==> src/hw/rtl/lag_pkg.sv <==
// Package for the toroidal life automaton: grid sizes, request and result types, codes.
package lag_pkg;

  localparam int GRID_WIDTH  = 64;
  localparam int GRID_HEIGHT = 64;

  localparam int COL_W = (GRID_WIDTH > 1) ? $clog2(GRID_WIDTH) : 1;
  localparam int ROW_W = (GRID_HEIGHT > 1) ? $clog2(GRID_HEIGHT) : 1;

  // Width of the coordinate fields in a request.
  localparam int COORD_W = 6;
  localparam int COORD_N = 1 << COORD_W;

  localparam logic [1:0] OP_WRITE = 2'd0;
  localparam logic [1:0] OP_READ  = 2'd1;
  localparam logic [1:0] OP_STEP  = 2'd2;

  typedef struct packed {
    logic [1:0]         op;
    logic [COORD_W-1:0] col;
    logic [COORD_W-1:0] row;
    logic               write_value;
  } req_t;

  typedef struct packed {
    logic read_value;
    logic step_done;
  } rsp_t;

  // One grid row in both planes.
  typedef struct packed {
    logic [GRID_WIDTH-1:0] a;
    logic [GRID_WIDTH-1:0] b;
  } row_pair_t;

  typedef enum logic [1:0] {
    ST_IDLE,
    ST_SEEK,
    ST_STEP
  } state_t;

  // Coordinate reduction tables, built at elaboration.
  function automatic logic [COORD_N-1:0][COL_W-1:0] col_map_build();
    logic [COORD_N-1:0][COL_W-1:0] m;
    for (int i = 0; i < COORD_N; i++) begin
      m[i] = COL_W'(i % GRID_WIDTH);
    end
    return m;
  endfunction

  function automatic logic [COORD_N-1:0][ROW_W-1:0] row_map_build();
    logic [COORD_N-1:0][ROW_W-1:0] m;
    for (int i = 0; i < COORD_N; i++) begin
      m[i] = ROW_W'(i % GRID_HEIGHT);
    end
    return m;
  endfunction

  localparam logic [COORD_N-1:0][COL_W-1:0] COL_MAP = col_map_build();
  localparam logic [COORD_N-1:0][ROW_W-1:0] ROW_MAP = row_map_build();

endpackage

==> src/hw/rtl/lag_cell.sv <==
// One row cell of the ring: holds a grid row of both planes and takes its neighbor's row.
module lag_cell
  import lag_pkg::*;
(
  input  logic      clk,
  input  logic      rst,
  input  logic      shift,
  input  row_pair_t shift_in,
  output row_pair_t row_out
);

  row_pair_t row_q;

  always_ff @(posedge clk) begin
    if (rst) begin
      row_q <= '0;
    end else if (shift) begin
      row_q <= shift_in;
    end
  end

  assign row_out = row_q;

endmodule

==> config.mk <==
export PLATFORM = sky130hd
export DESIGN_NAME = lag_cell
export DESIGN_NICKNAME = d
export VERILOG_FILES = /design/src/hw/rtl/lag_pkg.sv /design/src/hw/rtl/lag_cell.sv
export SDC_FILE = /design/constraint.sdc
export NUM_CORES = 1
export LEC_CHECK = 0
export BUFFER_PORTS_ARGS = -buffer_cell sky130_fd_sc_hd__buf_2
export CORE_MARGIN = 3
export CORE_UTILIZATION = 40
export DETAILED_ROUTE_END_ITERATION = 7
export PLACE_DENSITY = 0.73
export SLEW_MARGIN = 40
export SYNTH_ARGS = -nofsm -noshare
export SYNTH_HDL_FRONTEND = slang
export SYNTH_SLANG_ARGS = --single-unit
==> constraint.sdc <==
create_clock -name clk -period 0.8 [get_ports clk]
set_input_delay 0.08 -clock clk [delete_from_list [all_inputs] [get_ports clk]]
set_output_delay 0.08 -clock clk [all_outputs]
set_load 0.02 [all_outputs]
==> results_dict.tcl, run 1 <==
set metrics [dict create \
    critPathBufInv 1 \
    routedWlPerCell_um 19.1 \
    tightestPinTransition_ns 0.318 \
    violations "negative setup slack" \
    insertion_delay_ns 0.40 \
    crit_slowest_cell "dfxtp_2" \
    grt_pass1_vias 5156 \
    die_y_um 114 \
    met2_usage 0.493 \
    ant_nets 0 \
    cpPeakStageDelay_ns 0.36 \
    outcome "complete, but fails checks" \
    hold_viol 0 \
    skew_ns 0 \
    syn_area_per_cell_um2 11.3 \
    max-vdd-ir-drop_v 0.00173 \
    instances_no_fill 979 \
    fmax_mhz 1020 \
    finalSetupViolCount 136 \
    critPathKind "reg2out" \
    slew_violations 0 \
    syn2layout_area_growth_pct 94.8 \
    dp_hpwl_um 8780 \
    ys_warn_count 0 \
    die_w_um 114 \
    fin_ws_ns -0.177 \
    seq_area_frac_synth 0.551 \
    vias 4784 \
    clk_pin_slew_worst_paths_ns 0.06 \
    grt_setup_unrepaired "true" \
    synthCells 412 \
    clk_path_buf_depth 2 \
    post-route-drc-count 0 \
    slew_headroom 0.788 \
    place_inst 792 \
    max-cap-violations 0 \
    grt_first_pass_wirelength_um 26900 \
    arrival_ns 0.90 \
    antenna_found_initial 1 \
    grt-ovfl-total 0 \
    cts-root-buf "clkbuf_16" \
    fillCellCount 511 \
    drive_gt1_frac 0.544 \
    cts_max_level 4 \
    dp_slack_ns -0.124 \
    cp_top_family "flip-flops" \
    busiest_layer "met2" \
    nNetsFinal 956 \
    drt-pass1-iter-count 4 \
    power.leakage_nw 4.43 \
    min_path_type "in2reg" \
    worstPathCellList "buf_6" \
    critical_path.max_fanout 2 \
    synthesis.nets 543 \
    seqCellArea_um2 2730 \
    use_met1 0.275 \
    cts_tree "built" \
    cellPowerDensity_nw_per_um2 2060 \
    largest_register_ff_count 128 \
    initial_core_util 0.420 \
    syn-cell-area_um2 4650 \
    grt_max_degree 71 \
    row_count 38 \
    fin_crit_sh 1.22 \
    grtUsageTotal 0.267 \
    synth_seq_cells 128 \
    viasPerCell 4.89 \
    end_kind "output pin" \
    finalSetupTns_ns -17.80 \
    core-area_um2 11100 \
    worstPathRequired_ns 0.72 \
    portBuffers 258 \
    drt_iter0_drc 276 \
    use_met3 0.0759 \
    die_area_um2 13000 \
    numClockSinks 128 \
    min_period_ns 0.977 \
    cts_buffers 17 \
    ys_types 7 \
    place_congestion 0.762 \
    start_kind "flip-flop" \
    total_power_w 0.0187 \
    ios 259 \
    multi_input_area_um2 1800 \
    wl_um 18700 \
]
-- cells by family (layout without fill, tap and decap cells) --
| group | after synthesis | count (layout) | share of synthesized area |
|---|---|---|---|
| AND/OR/NAND/NOR | 128 | 128 | 0.103 |
| buffers and inverters | 28 | 454 | 0.0705 |
| other | 0 | 1 | 0 |
| flip-flops | 128 | 128 | 0.551 |
| multiplexers | 128 | 128 | 0.275 |
-- final timing paths --
path,startpoint,endpoint,slack (ns),cells after the start
worst max register to register,row_out[123]$_SDFFE_PP0P_,row_out[123]$_SDFFE_PP0P_,-0.07,4
worst min-delay path,shift,row_out[74]$_SDFFE_PP0P_,0.13,3
worst min register to register,row_out[89]$_SDFFE_PP0P_,row_out[89]$_SDFFE_PP0P_,0.49,2
worst max-delay path,row_out[55]$_SDFFE_PP0P_,row_out[55],-0.18,1
-- through the flow --
| step | hold slack (ns) | instance area, um2 | util |
|---|---|---|---|
| after floorplan | 0.227 | 4650 | - |
| after global placement | 0.312 | 5940 | 0.536 |
| after detailed placement | 0.321 | 5940 | 0.536 |
| after CTS | 0.00957 | 8870 | 0.801 |
| after global routing | 0.102 | 9060 | 0.818 |
| final | 0.127 | 9060 | 0.818 |
-- layer usage --
| metal | part of all wire | vias to the layer above |
|---|---|---|
| li1 | - | 2186 |
| met1 | 0.36 | 2277 |
| met2 | 0.53 | 267 |
| met3 | 0.083 | 54 |
| met4 | 0.032 | 0 |
| met5 | 0 | - |
-- cells in the mapped netlist --
library cell / n / area (um2)
buf_12: 13 / 260
buf_2: 3 / 15.0
buf_6: 1 / 11.3
clkbuf_1: 11 / 41.3
dfxtp_1: 128 / 2560
mux2i_1: 128 / 1280
nor2_1: 128 / 480
-- layout make-up --
class / instances / area share
Sequential cell: 128 / 0.301
Multi-Input combinational cell: 256 / 0.198
Tap cell: 140 / 0.0193
Antenna cell: 1 / 0.000276
Clock inverter: 4 / 0.0105
Timing Repair Buffer: 422 / 0.413
Clock buffer: 28 / 0.0581
-- cell usage in the layout, fill, tap and decap left out, drive strengths merged --
cell type / instances
clkbuf: 28
dfxtp: 128
buf: 294
bufinv: 3
diode: 1
dlygate4sd3: 128
nor2: 128
clkinv: 1
mux2i: 128
-- timing repair --
action                                  4_1_cts  5_1_grt
gates resized for setup                     384       16
hold buffers                                128        0
pin swaps                                     0        8
endpoints found under the setup margin      128      135
buffers inserted                              9       17
endpoints found under the hold margin       128        0
-- report_power, final --
part / total, W / switching, W / internal (W) / leakage, nW
Combinational: 0.00338 / 0.00151 / 0.00187 / 3.02
Sequential: 0.00717 / 0.000322 / 0.00684 / 1.10
Clock: 0.00813 / 0.00272 / 0.00541 / 0.305
Total: 0.0187 / 0.00455 / 0.0141 / 4.43
Power figures use the tool's default switching activity.
==> inputs of run 2 (changes only) <==
--- a/config.mk
+++ b/config.mk
@@ -7,9 +7,9 @@
 export LEC_CHECK = 0
 export BUFFER_PORTS_ARGS = -buffer_cell sky130_fd_sc_hd__buf_2
 export CORE_MARGIN = 3
-export CORE_UTILIZATION = 40
+export CORE_UTILIZATION = 44
 export DETAILED_ROUTE_END_ITERATION = 7
-export PLACE_DENSITY = 0.73
+export PLACE_DENSITY = 0.77
 export SLEW_MARGIN = 40
 export SYNTH_ARGS = -nofsm -noshare
 export SYNTH_HDL_FRONTEND = slang
==> constraint.sdc (replaced) <==
create_clock -name clk -period 0.9 [get_ports clk]
set_input_delay 0.09 -clock clk [delete_from_list [all_inputs] [get_ports clk]]
set_output_delay 0.09 -clock clk [all_outputs]
set_load 0.02 [all_outputs]
==> run 2 against run 1 <==
Compared with the run above: the run still ends with negative setup slack left; clock skew is the same; routed wire length grew 17%; design area grew 0.59%; highest routed layer unchanged.
==> results_dict.tcl, run 2 (synthesized netlist as in run 1, its figures left out) <==
set metrics [dict create \
    final_cell_mix "130 x buf_6, 129 x dlygate4sd3_1, 128 x nor2_1, 128 x buf_2" \
    cts_buffers 17 \
    die_w_um 109 \
    hold_viol 0 \
    initial_core_util 0.463 \
    max-vdd-ir-drop_v 0.00164 \
    finalSetupTns_ns -19.54 \
    ios 259 \
    clk_pin_slew_worst_paths_ns 0.06 \
    whs_endpoint "row_out[73]$_SDFFE_PP0P_" \
    dp_hpwl_um 9050 \
    fin_ws_ns -0.188 \
    use_met1 0.333 \
    grt_max_degree 49 \
    drt-pass1-iter-count 5 \
    nNetsFinal 976 \
    die_y_um 109 \
    seqCellArea_um2 2730 \
    cts-root-buf "clkbuf_8" \
    min_period_ns 1.09 \
    busiest_layer "met2" \
    hp-start "rst" \
    hold_depth 3 \
    row_count 36 \
    outcome "complete, but fails checks" \
    cts_max_level 4 \
    fin_crit_sh 1.21 \
    rr_endpoint "row_out[81]$_SDFFE_PP0P_" \
    clockPowerShare 0.416 \
    met2_usage 0.600 \
    crit_slowest_cell "dfxtp_2" \
    drive_gt1_frac 0.548 \
    syn2layout_area_growth_pct 95.9 \
    grt_first_pass_wirelength_um 29600 \
    max-cap-violations 0 \
    cts_tree "built" \
    arrival_ns 1.00 \
    mostFrequentLayoutCell "buf_6" \
    power.leakage_nw 4.51 \
    power_frac_seq 0.391 \
    clk_path_buf_depth 2 \
    critPathBufInv 1 \
    fmax_mhz 919 \
    grtUsageTotal 0.330 \
    end_kind "output pin" \
    multi_input_area_um2 1770 \
    grt_setup_unrepaired "true" \
    tightestPinTransition_ns 0.274 \
    fillCellCount 338 \
    reg2regPathDepth 3 \
    grt-ovfl-total 0 \
    use_met3 0.116 \
    intPower_w 0.0121 \
    antenna_found_initial 0 \
    finalSetupViolCount 132 \
    worstPathRequired_ns 0.81 \
    skew_ns 0 \
    numClockSinks 128 \
    critPathKind "reg2out" \
    drt_iter0_drc 336 \
    critical_path.max_fanout 2 \
    post-route-drc-count 0 \
    grt_pass1_vias 5567 \
    viasPerCell 5.22 \
    min_path_type "in2reg" \
    vias 5164 \
    violations "negative setup slack" \
    slew_headroom 0.812 \
    swShare 0.258 \
    portBuffers 258 \
    utilization 0.907 \
    ant_nets 0 \
    rrSetupSlack_ns -0.04 \
    rr_startpoint "row_out[81]$_SDFFE_PP0P_" \
    worstPathCellList "buf_6" \
    insertedDiodeCount 0 \
    routedWlPerCell_um 22.1 \
    core-area_um2 10000 \
    netSwitchingPower_w 0.00422 \
    slew_violations 0 \
    cpPeakStageDelay_ns 0.37 \
    wl_um 21800 \
    place_congestion 0.769 \
    largest_register_ff_count 128 \
    start_kind "flip-flop" \
    insertion_delay_ns 0.50 \
    cellPowerDensity_nw_per_um2 1790 \
    die_area_um2 11800 \
    comb_power_share 0.193 \
    cp_top_family "flip-flops" \
]
==> run 2: changes by cell type in the layout (fill, tap and decap cells not counted), sizes merged <==
cell,delta
diode,-1
dlygate4sd3,+1
clkbuf,-5
buf,+19
clkinv,+3
==> run 2: power by group through the flow <==
stage / logic [W] / registers, W / clock network (W)
2_1_floorplan: 0.000790 / 0.00671 / 0
5_1_grt: 0.00328 / 0.00640 / 0.00707
6_report: 0.00315 / 0.00638 / 0.00679
4_1_cts: 0.00280 / 0.00633 / 0.00671
3_3_place_gp: 0.00188 / 0.00628 / 0
3_5_place_dp: 0.00193 / 0.00629 / 0
==> run 2: layer usage <==
metal,up-vias,routed length [um]
met2,375,11300
met3,98,1880
met5,-,0
li1,2228,-
met1,2463,7610
met4,0,1060
==> run 2: layout make-up <==
class,instances,share of cell area
repair buffers,442,0.426
flip-flops and latches,128,0.299
multi-input cells,256,0.194
clock buffers,23,0.0501
well taps,133,0.0183
clock inverters,7,0.0121
==> run 2: repair_timing <==
item	CTS	global route
cloned	0	0
gates resized for setup	384	5
setup endpoints to repair	128	128
pin swaps	0	1
buffers inserted	12	25
endpoints found under the hold margin	128	0
hold buffers	129	0
==> run 2: how the worst max path moves through the flow <==
stage / cells past startpoint / end / slack [ns] / startpoint
after detailed placement: 4 / row_out[4]$_SDFFE_PP0P_ / -0.07 / shift
after CTS: 1 / row_out[5] / -0.19 / row_out[5]$_SDFFE_PP0P_
final: 1 / row_out[110] / -0.19 / row_out[110]$_SDFFE_PP0P_
after global placement: 4 / row_out[79]$_SDFFE_PP0P_ / -0.004 / shift
after floorplan: 3 / row_out[106]$_SDFFE_PP0P_ / 0.17 / rst
after global routing: 1 / row_out[29] / -0.22 / row_out[29]$_SDFFE_PP0P_
==> run 2: per-stage QoR <==
step                power, W  worst slack (ns)  hold WS [ns]  area, um2  instances
detailed placement   0.00822           -0.0732         0.331       6000        793
global route          0.0168            -0.217        0.0510       9110        989
CTS                   0.0158            -0.188      0.000481       8910        964
global placement     0.00817          -0.00443         0.321       6000        793
floorplan            0.00750             0.171         0.237       4650        412
finish                0.0163            -0.188        0.0538       9110        989
