### config.mk
export PLATFORM = sky130hd
export DESIGN_NAME = lag_rule
export DESIGN_NICKNAME = d
export VERILOG_FILES = /design/src/hw/rtl/lag_pkg.sv /design/src/hw/rtl/lag_rule.sv
export SDC_FILE = /design/constraint.sdc
export NUM_CORES = 1
export LEC_CHECK = 0
export BUFFER_PORTS_ARGS = -buffer_cell sky130_fd_sc_hd__buf_2
export CAP_MARGIN = 10
export CORE_UTILIZATION = 50
export DETAILED_ROUTE_END_ITERATION = 8
export PLACE_DENSITY = 0.9
export SYNTH_ARGS = -nofsm -noshare
export SYNTH_HDL_FRONTEND = slang
export SYNTH_SLANG_ARGS = --single-unit
### constraint.sdc
create_clock -name vclk -period 3.9
set_input_delay 0.78 -clock vclk [all_inputs]
set_output_delay 0.78 -clock vclk [all_outputs]
set_load 0.05 [all_outputs]
### src/hw/rtl/lag_pkg.sv
// Package for the toroidal life automaton: grid sizes, request and result types, codes.
package lag_pkg;

  localparam int GRID_WIDTH  = 64;
  localparam int GRID_HEIGHT = 64;

  localparam int COL_W = (GRID_WIDTH > 1) ? $clog2(GRID_WIDTH) : 1;
  localparam int ROW_W = (GRID_HEIGHT > 1) ? $clog2(GRID_HEIGHT) : 1;

  // Width of the coordinate fields in a request.
  localparam int COORD_W = 6;
  localparam int COORD_N = 1 << COORD_W;

  localparam logic [1:0] OP_WRITE = 2'd0;
  localparam logic [1:0] OP_READ  = 2'd1;
  localparam logic [1:0] OP_STEP  = 2'd2;

  typedef struct packed {
    logic [1:0]         op;
    logic [COORD_W-1:0] col;
    logic [COORD_W-1:0] row;
    logic               write_value;
  } req_t;

  typedef struct packed {
    logic read_value;
    logic step_done;
  } rsp_t;

  // One grid row in both planes.
  typedef struct packed {
    logic [GRID_WIDTH-1:0] a;
    logic [GRID_WIDTH-1:0] b;
  } row_pair_t;

  typedef enum logic [1:0] {
    ST_IDLE,
    ST_SEEK,
    ST_STEP
  } state_t;

  // Coordinate reduction tables, built at elaboration.
  function automatic logic [COORD_N-1:0][COL_W-1:0] col_map_build();
    logic [COORD_N-1:0][COL_W-1:0] m;
    for (int i = 0; i < COORD_N; i++) begin
      m[i] = COL_W'(i % GRID_WIDTH);
    end
    return m;
  endfunction

  function automatic logic [COORD_N-1:0][ROW_W-1:0] row_map_build();
    logic [COORD_N-1:0][ROW_W-1:0] m;
    for (int i = 0; i < COORD_N; i++) begin
      m[i] = ROW_W'(i % GRID_HEIGHT);
    end
    return m;
  endfunction

  localparam logic [COORD_N-1:0][COL_W-1:0] COL_MAP = col_map_build();
  localparam logic [COORD_N-1:0][ROW_W-1:0] ROW_MAP = row_map_build();

endpackage

### src/hw/rtl/lag_rule.sv
// Life rule applied across one row, with the three source rows wrapping at the column edges.
module lag_rule
  import lag_pkg::*;
(
  input  logic [GRID_WIDTH-1:0] up,
  input  logic [GRID_WIDTH-1:0] mid,
  input  logic [GRID_WIDTH-1:0] down,
  output logic [GRID_WIDTH-1:0] next_row
);

  for (genvar j = 0; j < GRID_WIDTH; j++) begin : g_col
    localparam int JL = (j + GRID_WIDTH - 1) % GRID_WIDTH;
    localparam int JR = (j + 1) % GRID_WIDTH;
    logic [3:0] cnt;

    assign cnt = 4'(up[JL]) + 4'(up[j]) + 4'(up[JR])
               + 4'(mid[JL]) + 4'(mid[JR])
               + 4'(down[JL]) + 4'(down[j]) + 4'(down[JR]);
    assign next_row[j] = (cnt == 4'd3) || (mid[j] && (cnt == 4'd2));
  end

endmodule
==> results of run 1 <==
-- synth_stat cells (all sizes together) --
cell type  instances
inv              447
fa               256
ha               192
a21oi            128
nand3             64
o21ai             64
or2               64
-- kinds of logic after synthesis --
kind of cell	Yosys count	share of synthesized area
AOI/OAI and AO/OA	192	0.0883
adders and majority gates	448	0.691
and+or+nand+nor	128	0.0662
buffers and inverters	447	0.154
-- per-layer routing --
layer  global-route usage  overflow
met1                0.661         2
met2                0.884         1
met3                0.591         0
met4                0.633         7
met5                0.282         0
-- per-stage QoR --
step | area, µm² | setup WS, ns | hold WS [ns]
after floorplan | 11900 | -0.359 | 1.77
after global placement | 15200 | -0.630 | 2.03
after detailed placement | 15200 | -0.710 | 2.03
after CTS | 17500 | -0.554 | 1.96
-- repair_timing --
action | in CTS
pin swaps | 262
endpoints found under the setup margin | 64
buffers inserted | 44
hold buffers | 0
endpoints found under the hold margin | 0
gates resized for setup | 636
==> impl_metrics.ini, run 1 <==
[logic_synthesis]
seq_area_frac_synth = 0
synth_largest_area_cell = sky130_fd_sc_hd__fa_1
syn_inst = 1215
synth.yosys.warnings = 0
synthesized_area_per_cell_um2 = 8.96
postSynthNetCount = 1855
netlist_top_cells_area = sky130_fd_sc_hd__fa_1 47%, sky130_fd_sc_hd__ha_1 22%, sky130_fd_sc_hd__inv_1 15%, sky130_fd_sc_hd__a21oi_1 5.9%, sky130_fd_sc_hd__nand3_1 2.9%
synth_largest_type_area_fraction = 0.471
post_synth_instance_area_um2 = 10900
synth.distinct_cells = 8

[global_route]
grt_start_max_net_pins = 4
overflow = 10
grt_usage = 0.695

[timing]
grt_repair_worst_endpoint = next_row[55]
worst-ep-kind = output port

[place]
place.port_buffers = 256
place.detailed.hpwl_um = 29200
numPlacedInstances = 1964
gp_congestion = 0.860

[floorplan]
row_count = 53
die_h_um = 150
fp.dieW_um = 150
top_level_ports = 256
initial_core_util = 0.515

[outcome]
failed_stage = 5_1_grt
firstError = [ERROR GRT-0232] Routing congestion too high. Check the congestion heatmap in the GUI.
run_status = aborted with a tool error
==> inputs of run 2 (changes only) <==
--- a/config.mk
+++ b/config.mk
@@ -7,9 +7,9 @@
 export LEC_CHECK = 0
 export BUFFER_PORTS_ARGS = -buffer_cell sky130_fd_sc_hd__buf_2
 export CAP_MARGIN = 10
-export CORE_UTILIZATION = 50
+export CORE_UTILIZATION = 35
 export DETAILED_ROUTE_END_ITERATION = 8
-export PLACE_DENSITY = 0.9
+export PLACE_DENSITY_LB_ADDON = 0.15
 export SYNTH_ARGS = -nofsm -noshare
 export SYNTH_HDL_FRONTEND = slang
 export SYNTH_SLANG_ARGS = --single-unit
==> constraint.sdc (replaced) <==
create_clock -name vclk -period 5.1
set_input_delay 1.02 -clock vclk [all_inputs]
set_output_delay 1.02 -clock vclk [all_outputs]
set_load 0.05 [all_outputs]
==> run 2 against run 1 <==
The flow now finishes without violations; synthesized cell count did not move; synthesized area did not move.
==> impl_metrics.ini, run 2 <==
[finish]
count_of_sequential_standard_cells = 0
clock_buffers = 0
postLayoutCoreUtil = 0.425
layout.nets = 2113
multi_input_area_um2 = 9450
n_fill_cell = 3158
register_cell_area_after_layout_um2 = 0
commonest_cells_after_routing_fill_and_taps_aside = 447 x sky130_fd_sc_hd__inv_1, 256 x sky130_fd_sc_hd__fa_1, 233 x sky130_fd_sc_hd__buf_2
area_growth_syn_to_layout_pct = 19.3
drive_gt1_frac = 0.218
most_common_cell_after_layout_fill_and_taps_aside = sky130_fd_sc_hd__inv_1

[pwr]
vdd.ir_drop.worst_uv = 148
power.static_leakage_nw = 7.33
powerDensity_nw_per_um2 = 251

[timing]
timing.final.setup_violations = 0
hold_violations = 0
grt_setup_unrepaired = no
timing.slew.headroom = 0.800
timing_max_transition_violations_final = 0
tns_ns = 0
finalCritPeriodShare = 0.976
tightestPinTransition_ns = 0.303
maxClockFrequency_mhz = 201
finalCriticalPeriod_ns = 4.98

[drt]
detail_route.iter0.violations = 102
num_vias = 8033
vias_per_cell = 4.29
route.final.wire_length_um = 21800
route.detailed.drc = 0
routed_wire_length_per_instance_um = 11.6
drt.antenna.violating_nets = 0
drt_pre_antenna_iters = 5

[global_route]
grt.met1_usage = 0.201
gr_peak_layer = met2
grt_pass1_vias = 8555
global_route.usage.met2 = 0.255
grt_usage = 0.145
first_pass_grt_wire_length_um = 38400
grt_start_max_net_pins = 4
overflow = 0
antenna_found_initial = 6
gr-usage-met3 = 0.0168

[logic_synthesis]
synthTopCellsByCount = 447 x sky130_fd_sc_hd__inv_1, 256 x sky130_fd_sc_hd__fa_1, 192 x sky130_fd_sc_hd__ha_1, 128 x sky130_fd_sc_hd__a21oi_1
postSynthNetCount = 1855
synth_largest_type_area_fraction = 0.471
synth_xor_xnor_area_share = 0
adder_cell_fraction_of_synth_area = 0.691
seq_area_frac_synth = 0
netlist_top_cells_area = sky130_fd_sc_hd__fa_1 47%, sky130_fd_sc_hd__ha_1 22%, sky130_fd_sc_hd__inv_1 15%, sky130_fd_sc_hd__a21oi_1 5.9%, sky130_fd_sc_hd__nand3_1 2.9%
synthesized_area_per_cell_um2 = 8.96
synth.most_common_cell = sky130_fd_sc_hd__inv_1
synthMuxAreaShare = 0
synth_top_family_by_area = adder cells
post_synth_instance_area_um2 = 10900
synth.distinct_cells = 8
synth_largest_area_cell = sky130_fd_sc_hd__fa_1
syn_inst = 1215
synth_simple_gate_area_share = 0.0662
synth.yosys.warnings = 0
synth_compound_area_frac = 0.0883

[setup_path]
critical-path-max-stage-delay_ns = 0.56
critical_path_cell_by_cell = buf_2 -> inv_1 -> fa_1 -> fa_1 -> fa_1 -> inv_1 -> ha_1 -> fa_1 -> or2_1 -> a21oi_2 -> buf_2
path_class = input port to output port
required_ns = 4.08
slowest_stage = sky130_fd_sc_hd__fa_1
worst_setup_path_start_kind = input port
critical_path.endpoint_type = output port
timing.critical_path.mode_cell = sky130_fd_sc_hd__fa_1
worst-path-max-fanout = 2
critPathArrivalTime_ns = 3.96

[floorplan]
core_area_um2 = 30600
die_area_um2 = 31800
row_count = 64
die_h_um = 178
fp.dieW_um = 178
top_level_ports = 256
initial_core_util = 0.356

[clocking]
cts_hold_buf = 0
postCtsSetupBuffers = 0
ctsResizeCount = 0

[place]
place.port_buffers = 256
gp_congestion = 0.803
place.detailed.hpwl_um = 21800

[flow_run]
number_of_max_cap_violations = 0

[min_path]
min_path_cells = 4
worst_hold_path_type = input port to output port

[outcome]
run_status = complete, no violations
==> run 2: cell counts after synthesis <==
Identical to the previous run, type by type.
==> run 2: logic make-up after synthesis <==
| group | after synthesis |
|---|---|
| buffers and inverters | 447 |
| AND/OR/NAND/NOR | 128 |
| adder cells (fa/ha/maj) | 448 |
| AO/OA/AOI/OAI | 192 |
==> run 2: cell type report <==
class | instances | area share
antenna | 4 | 0.000771
inverter | 447 | 0.129
multi-input combinational | 768 | 0.728
tap | 396 | 0.0382
timing repair buffer | 256 | 0.104
==> run 2: path summary, 6_finish.rpt <==
path / slack (ns) / start / end
worst max-delay path: 0.12 / up[51] / next_row[52]
worst min-delay path: 2.52 / mid[18] / next_row[18]
==> run 2: worst max-delay path, delay by kind of cell <==
kind	cells	cell delay, ns
fa+ha+maj	5	2.05
buf+inv	4	0.49
simple gates	1	0.24
compound gates	1	0.15
==> run 2: routing by layer <==
layer,share of wire,wire length (µm),vias to the layer above
met4,0.000092,2,4
met3,0.049,1060,4
met5,0.0012,27,-
met2,0.48,10400,131
met1,0.47,10300,3719
li1,-,-,4175
==> run 2: power by group <==
group	switching [mW]	leakage, nW	internal, mW
sequential	0	0	0
clock	0	0.0000254	0.000000105
combinational	2.07	7.33	1.19
total	2.07	7.33	1.19
==> run 2: per-stage QoR <==
step                hold WS, ns  cells  setup slack [ns]  area (µm²)  total power [mW]
finish                     2.52   1871             0.121       13000              3.26
global route               2.57   1868           0.00393       13000              3.78
CTS                        2.55   1867            0.0665       12900              3.30
detailed placement         2.54   1867            0.0666       12900              3.28
global placement           2.57   1867            0.0891       12900              3.23
floorplan                  2.33   1215             0.192       11100              2.54
Power figures use the tool's default switching activity.
==> inputs of run 3 (changes only) <==
--- a/config.mk
+++ b/config.mk
@@ -7,6 +7,7 @@
 export LEC_CHECK = 0
 export BUFFER_PORTS_ARGS = -buffer_cell sky130_fd_sc_hd__buf_2
 export CAP_MARGIN = 10
+export CORE_MARGIN = 2
 export CORE_UTILIZATION = 35
 export DETAILED_ROUTE_END_ITERATION = 8
 export PLACE_DENSITY_LB_ADDON = 0.15
==> run 3 against run 2 <==
Cell count is 0.11% higher; total power is 0.17% higher; first-iteration DRC count is 53% higher; combinational power hardly changed; maximum frequency is 0.18% lower; non-clock buffer count is 1 higher; via count is 0.41% higher; sequential share of layout area stayed put; highest routed layer unchanged.
==> impl_metrics.ini, run 3 (synthesized netlist as in run 2, its figures left out) <==
[floorplan]
row_count = 64
die_h_um = 180
top_level_ports = 256
core_area_um2 = 30600
die_area_um2 = 32500
initial_core_util = 0.356
fp.dieW_um = 180

[drt]
route.top_layer_used = met5
num_vias = 8066
drt-met1-wl_um = 10300
vias_per_cell = 4.31
route.final.wire_length_um = 22300
routed-wl-met2_um = 10700
routed_wire_length_per_instance_um = 11.9
drt_pre_antenna_iters = 4
routed-wl-met3_um = 1070
drt.antenna.violating_nets = 0
route.detailed.drc = 0
detail_route.iter0.violations = 156

[setup_path]
worstPathBufferInverterCount = 4
worstSetupEndpoint = next_row[2]
worst_setup_path_start_kind = input port
worst-path-max-fanout = 3
path_depth = 11
critical-path-max-stage-delay_ns = 0.57
path_class = input port to output port
critical_path.startpoint = up[1]
cp_top_family = adder cells
slowest_stage = sky130_fd_sc_hd__fa_1
critical_path_cell_by_cell = buf_2 -> inv_1 -> fa_1 -> fa_1 -> fa_1 -> inv_1 -> ha_1 -> fa_1 -> or2_1 -> a21oi_2 -> buf_2
critPathArrivalTime_ns = 3.97
critical_path.endpoint_type = output port
required_ns = 4.08
timing.critical_path.mode_cell = sky130_fd_sc_hd__fa_1

[finish]
commonest_cells_after_routing_fill_and_taps_aside = 444 x sky130_fd_sc_hd__inv_1, 255 x sky130_fd_sc_hd__fa_1, 238 x sky130_fd_sc_hd__buf_2
layout.nets = 2114
clock_buffers = 0
drive_gt1_frac = 0.221
n_fill_cell = 3125
multi_input_area_um2 = 9450
most_common_cell_after_layout_fill_and_taps_aside = sky130_fd_sc_hd__inv_1
count_of_sequential_standard_cells = 0
register_cell_area_after_layout_um2 = 0
area_growth_syn_to_layout_pct = 19.2

[global_route]
first_pass_grt_wire_length_um = 40200
grt_pass1_vias = 8820
antenna_found_initial = 7
grt_start_max_net_pins = 4
overflow = 0
grt_usage = 0.144

[flow_run]
number_of_max_cap_violations = 0

[timing]
tns_ns = 0
timing_max_transition_violations_final = 0
grt_setup_unrepaired = no
maxClockFrequency_mhz = 201
timing.final.setup_violations = 0
timing.slew.headroom = 0.789
tightestPinTransition_ns = 0.319
finalCritPeriodShare = 0.978
hold_violations = 0
finalCriticalPeriod_ns = 4.99

[outcome]
run_status = complete, no violations

[min_path]
worst_hold_path_type = input port to output port

[pwr]
powerDensity_nw_per_um2 = 252
power.static_leakage_nw = 7.32
totalPowerFinal_mw = 3.27
vdd.ir_drop.worst_uv = 164

[place]
place.port_buffers = 256
place.detailed.hpwl_um = 22200
gp_congestion = 0.795

[clocking]
postCtsSetupBuffers = 0
-- run 3: cell types whose count changed in the layout (fill, tap and decap cells not counted), moves of 2 or more --
cell and change:
sky130_fd_sc_hd__buf_2 +5, sky130_fd_sc_hd__inv_1 -3, sky130_fd_sc_hd__inv_2 +3, sky130_fd_sc_hd__buf_4 -2, sky130_fd_sc_hd__clkbuf_4 -2
-- run 3: what timing repair did --
action,4_1_cts,5_1_grt
hold buffers,0,0
setup endpoints to repair,0,18
gates resized for setup,0,30
-- run 3: routing by layer --
layer / GRT usage / vias up
met5: 0 / -
met4: 0.00903 / 6
met3: 0.0200 / 12
met2: 0.254 / 135
met1: 0.196 / 3737
li1: - / 4176
-- run 3: per-stage QoR --
stage	area (µm²)	util	hold slack [ns]	setup WS, ns	cells
2_1_floorplan	11100	-	2.33	0.192	1215
5_1_grt	13000	0.424	2.58	0.00109	1870
3_3_place_gp	12900	0.422	2.56	0.0347	1868
4_1_cts	12900	0.422	2.56	0.0143	1868
3_5_place_dp	12900	0.422	2.56	0.0187	1868
6_report	13000	0.424	2.53	0.113	1873
-- run 3: worst min path at each step --
stage,start,end,cells after the start
final,mid[52],next_row[52],4
after global routing,mid[52],next_row[52],4
after CTS,mid[20],next_row[20],4
after detailed placement,mid[20],next_row[20],4
after global placement,mid[32],next_row[32],4
after floorplan,mid[10],next_row[10],2
-- run 3: final cells by class --
cell class	instances	share of cell area
tap	396	0.0382
antenna	5	0.000964
inverter	447	0.129
multi-input combinational	768	0.728
timing repair buffer	257	0.103
-- run 3: report_power, final --
group          internal (mW)    total, mW  switching [mW]
clock            0.000000131  0.000000131               0
sequential                 0            0               0
combinational           1.18         3.27            2.09
-- run 3: tightest hold or removal path, cell delays in order --
cell                      delay, ns
sky130_fd_sc_hd__buf_2         0.09
sky130_fd_sc_hd__o21ai_0       0.10
sky130_fd_sc_hd__a21oi_2       0.10
sky130_fd_sc_hd__buf_4         0.20
==> inputs of run 4 (changes only) <==
==> constraint.sdc (replaced) <==
create_clock -name vclk -period 6.4
set_input_delay 1.28 -clock vclk [all_inputs]
set_output_delay 1.28 -clock vclk [all_outputs]
set_load 0.05 [all_outputs]
==> run 4 against run 3 <==
Routed wire length shrank 2.9%; cell area decreased by 2.4%; largest power group unchanged; cell count down 0.11%; first-iteration DRC count is 17% lower; core utilization is 1.0 points lower; worst setup slack better by 0.65 ns; via count grew 0.42%; sequential cell count unchanged; clock-buffer cell count unchanged; total power is 24% lower; non-clock buffer count shrank 1.
==> impl_metrics.ini, run 4 (synthesized netlist as in run 2, its figures left out) <==
[setup_path]
critical_path_cell_by_cell = buf_2 -> inv_1 -> fa_1 -> fa_1 -> fa_1 -> inv_1 -> ha_1 -> fa_1 -> or2_1 -> a21oi_1 -> buf_2
critPathArrivalTime_ns = 4.35
path_class = input port to output port
timing.critical_path.mode_cell = sky130_fd_sc_hd__fa_1
slowest_stage = sky130_fd_sc_hd__fa_1
critical-path-max-stage-delay_ns = 0.56
required_ns = 5.12
worst_setup_path_start_kind = input port
worst-path-max-fanout = 2
critical_path.endpoint_type = output port

[floorplan]
fp.dieW_um = 180
die_area_um2 = 32500
core_area_um2 = 30600
die_h_um = 180
row_count = 64
initial_core_util = 0.356
top_level_ports = 256

[finish]
most_common_cell_after_layout_fill_and_taps_aside = sky130_fd_sc_hd__inv_1
count_of_sequential_standard_cells = 0
multi_input_area_um2 = 9210
clock_buffers = 0
layout.nets = 2113
register_cell_area_after_layout_um2 = 0
drive_gt1_frac = 0.174
commonest_cells_after_routing_fill_and_taps_aside = 447 x sky130_fd_sc_hd__inv_1, 256 x sky130_fd_sc_hd__fa_1, 256 x sky130_fd_sc_hd__buf_2
finalInstanceArea_um2 = 12700
n_fill_cell = 3163
area_growth_syn_to_layout_pct = 16.4

[timing]
maxClockFrequency_mhz = 178
tns_ns = 0
timing.final.setup_violations = 0
finalCritPeriodShare = 0.880
finalCriticalPeriod_ns = 5.63
timing.hold.ws_ns = 3.04
grt_setup_unrepaired = no
timing.slew.headroom = 0.801
timing_max_transition_violations_final = 0
tightestPinTransition_ns = 0.300
hold_violations = 0

[pwr]
power.static_leakage_nw = 7.32
combinational_fraction_of_design_power = 1.000
net-switching-power_mw = 1.59
netSwitchingFraction = 0.644
vdd.ir_drop.worst_uv = 113
intPower_mw = 0.878
powerDensity_nw_per_um2 = 195
sequentialPowerShare = 0
power.share.clock = 0

[outcome]
run_status = complete, no violations

[global_route]
grt_start_max_net_pins = 4
antenna_found_initial = 6
first_pass_grt_wire_length_um = 39100
grt_usage = 0.140
grt_pass1_vias = 8725
overflow = 0

[drt]
detail_route.iter0.violations = 129
route.top_layer_used = met5
drt.antenna.violating_nets = 0
drt-met1-wl_um = 9990
num_vias = 8100
vias_per_cell = 4.33
drt_pre_antenna_iters = 4
routed_wire_length_per_instance_um = 11.6
route.detailed.drc = 0
route.final.wire_length_um = 21700
routed-wl-met3_um = 1000
routed-wl-met2_um = 10500

[clocking]
cts_hold_buf = 0
postCtsSetupBuffers = 0
ctsResizeCount = 0

[place]
place.detailed.hpwl_um = 21500
gp_congestion = 0.779
place.port_buffers = 256
placed_cell_area_um2 = 12700

[min_path]
worst_hold_path_type = input port to output port

[flow_run]
number_of_max_cap_violations = 0
==> run 4: layout make-up <==
type / count / share of cell area
antenna: 4 / 0.000790
tap: 396 / 0.0391
inverter: 447 / 0.132
multi-input combinational: 768 / 0.727
timing repair buffer: 256 / 0.101
==> run 4: final timing paths <==
check             startpoint      endpoint  slack (ns)  depth (start not counted)
setup / recovery      up[35]  next_row[36]        0.77                         11
hold / removal       mid[23]  next_row[23]        3.04                          4
==> run 4: power groups by stage <==
stage                     sequential [mW]  combinational [mW]    clock [mW]
after floorplan                         0                1.91             0
after global placement                  0                2.46             0
after detailed placement                0                2.50             0
after CTS                               0                2.52             0
after global routing                    0                2.88  0.0000000209
final                                   0                2.47  0.0000000836
==> run 4: critical path: cells and delay by family <==
kind | cells | cell delay [ns]
and+or+nand+nor | 1 | 0.21
buffers and inverters | 4 | 0.55
AOI/OAI and AO/OA | 1 | 0.25
adders and majority gates | 5 | 2.07
==> run 4: stage by stage <==
stage / power [mW] / util / instances / setup WS [ns]
6_report: 2.47 / 0.414 / 1871 / 0.766
5_1_grt: 2.88 / 0.414 / 1868 / 0.621
4_1_cts: 2.52 / 0.414 / 1867 / 0.736
3_5_place_dp: 2.50 / 0.414 / 1867 / 0.742
3_3_place_gp: 2.46 / 0.414 / 1867 / 0.742
2_1_floorplan: 1.91 / - / 1215 / 0.715
==> run 4: metal layers <==
| layer | GRT usage | up-vias |
|---|---|---|
| met1 | 0.190 | 3770 |
| met5 | 0 | - |
| li1 | - | 4174 |
| met2 | 0.250 | 142 |
| met3 | 0.0166 | 10 |
| met4 | 0.00677 | 4 |
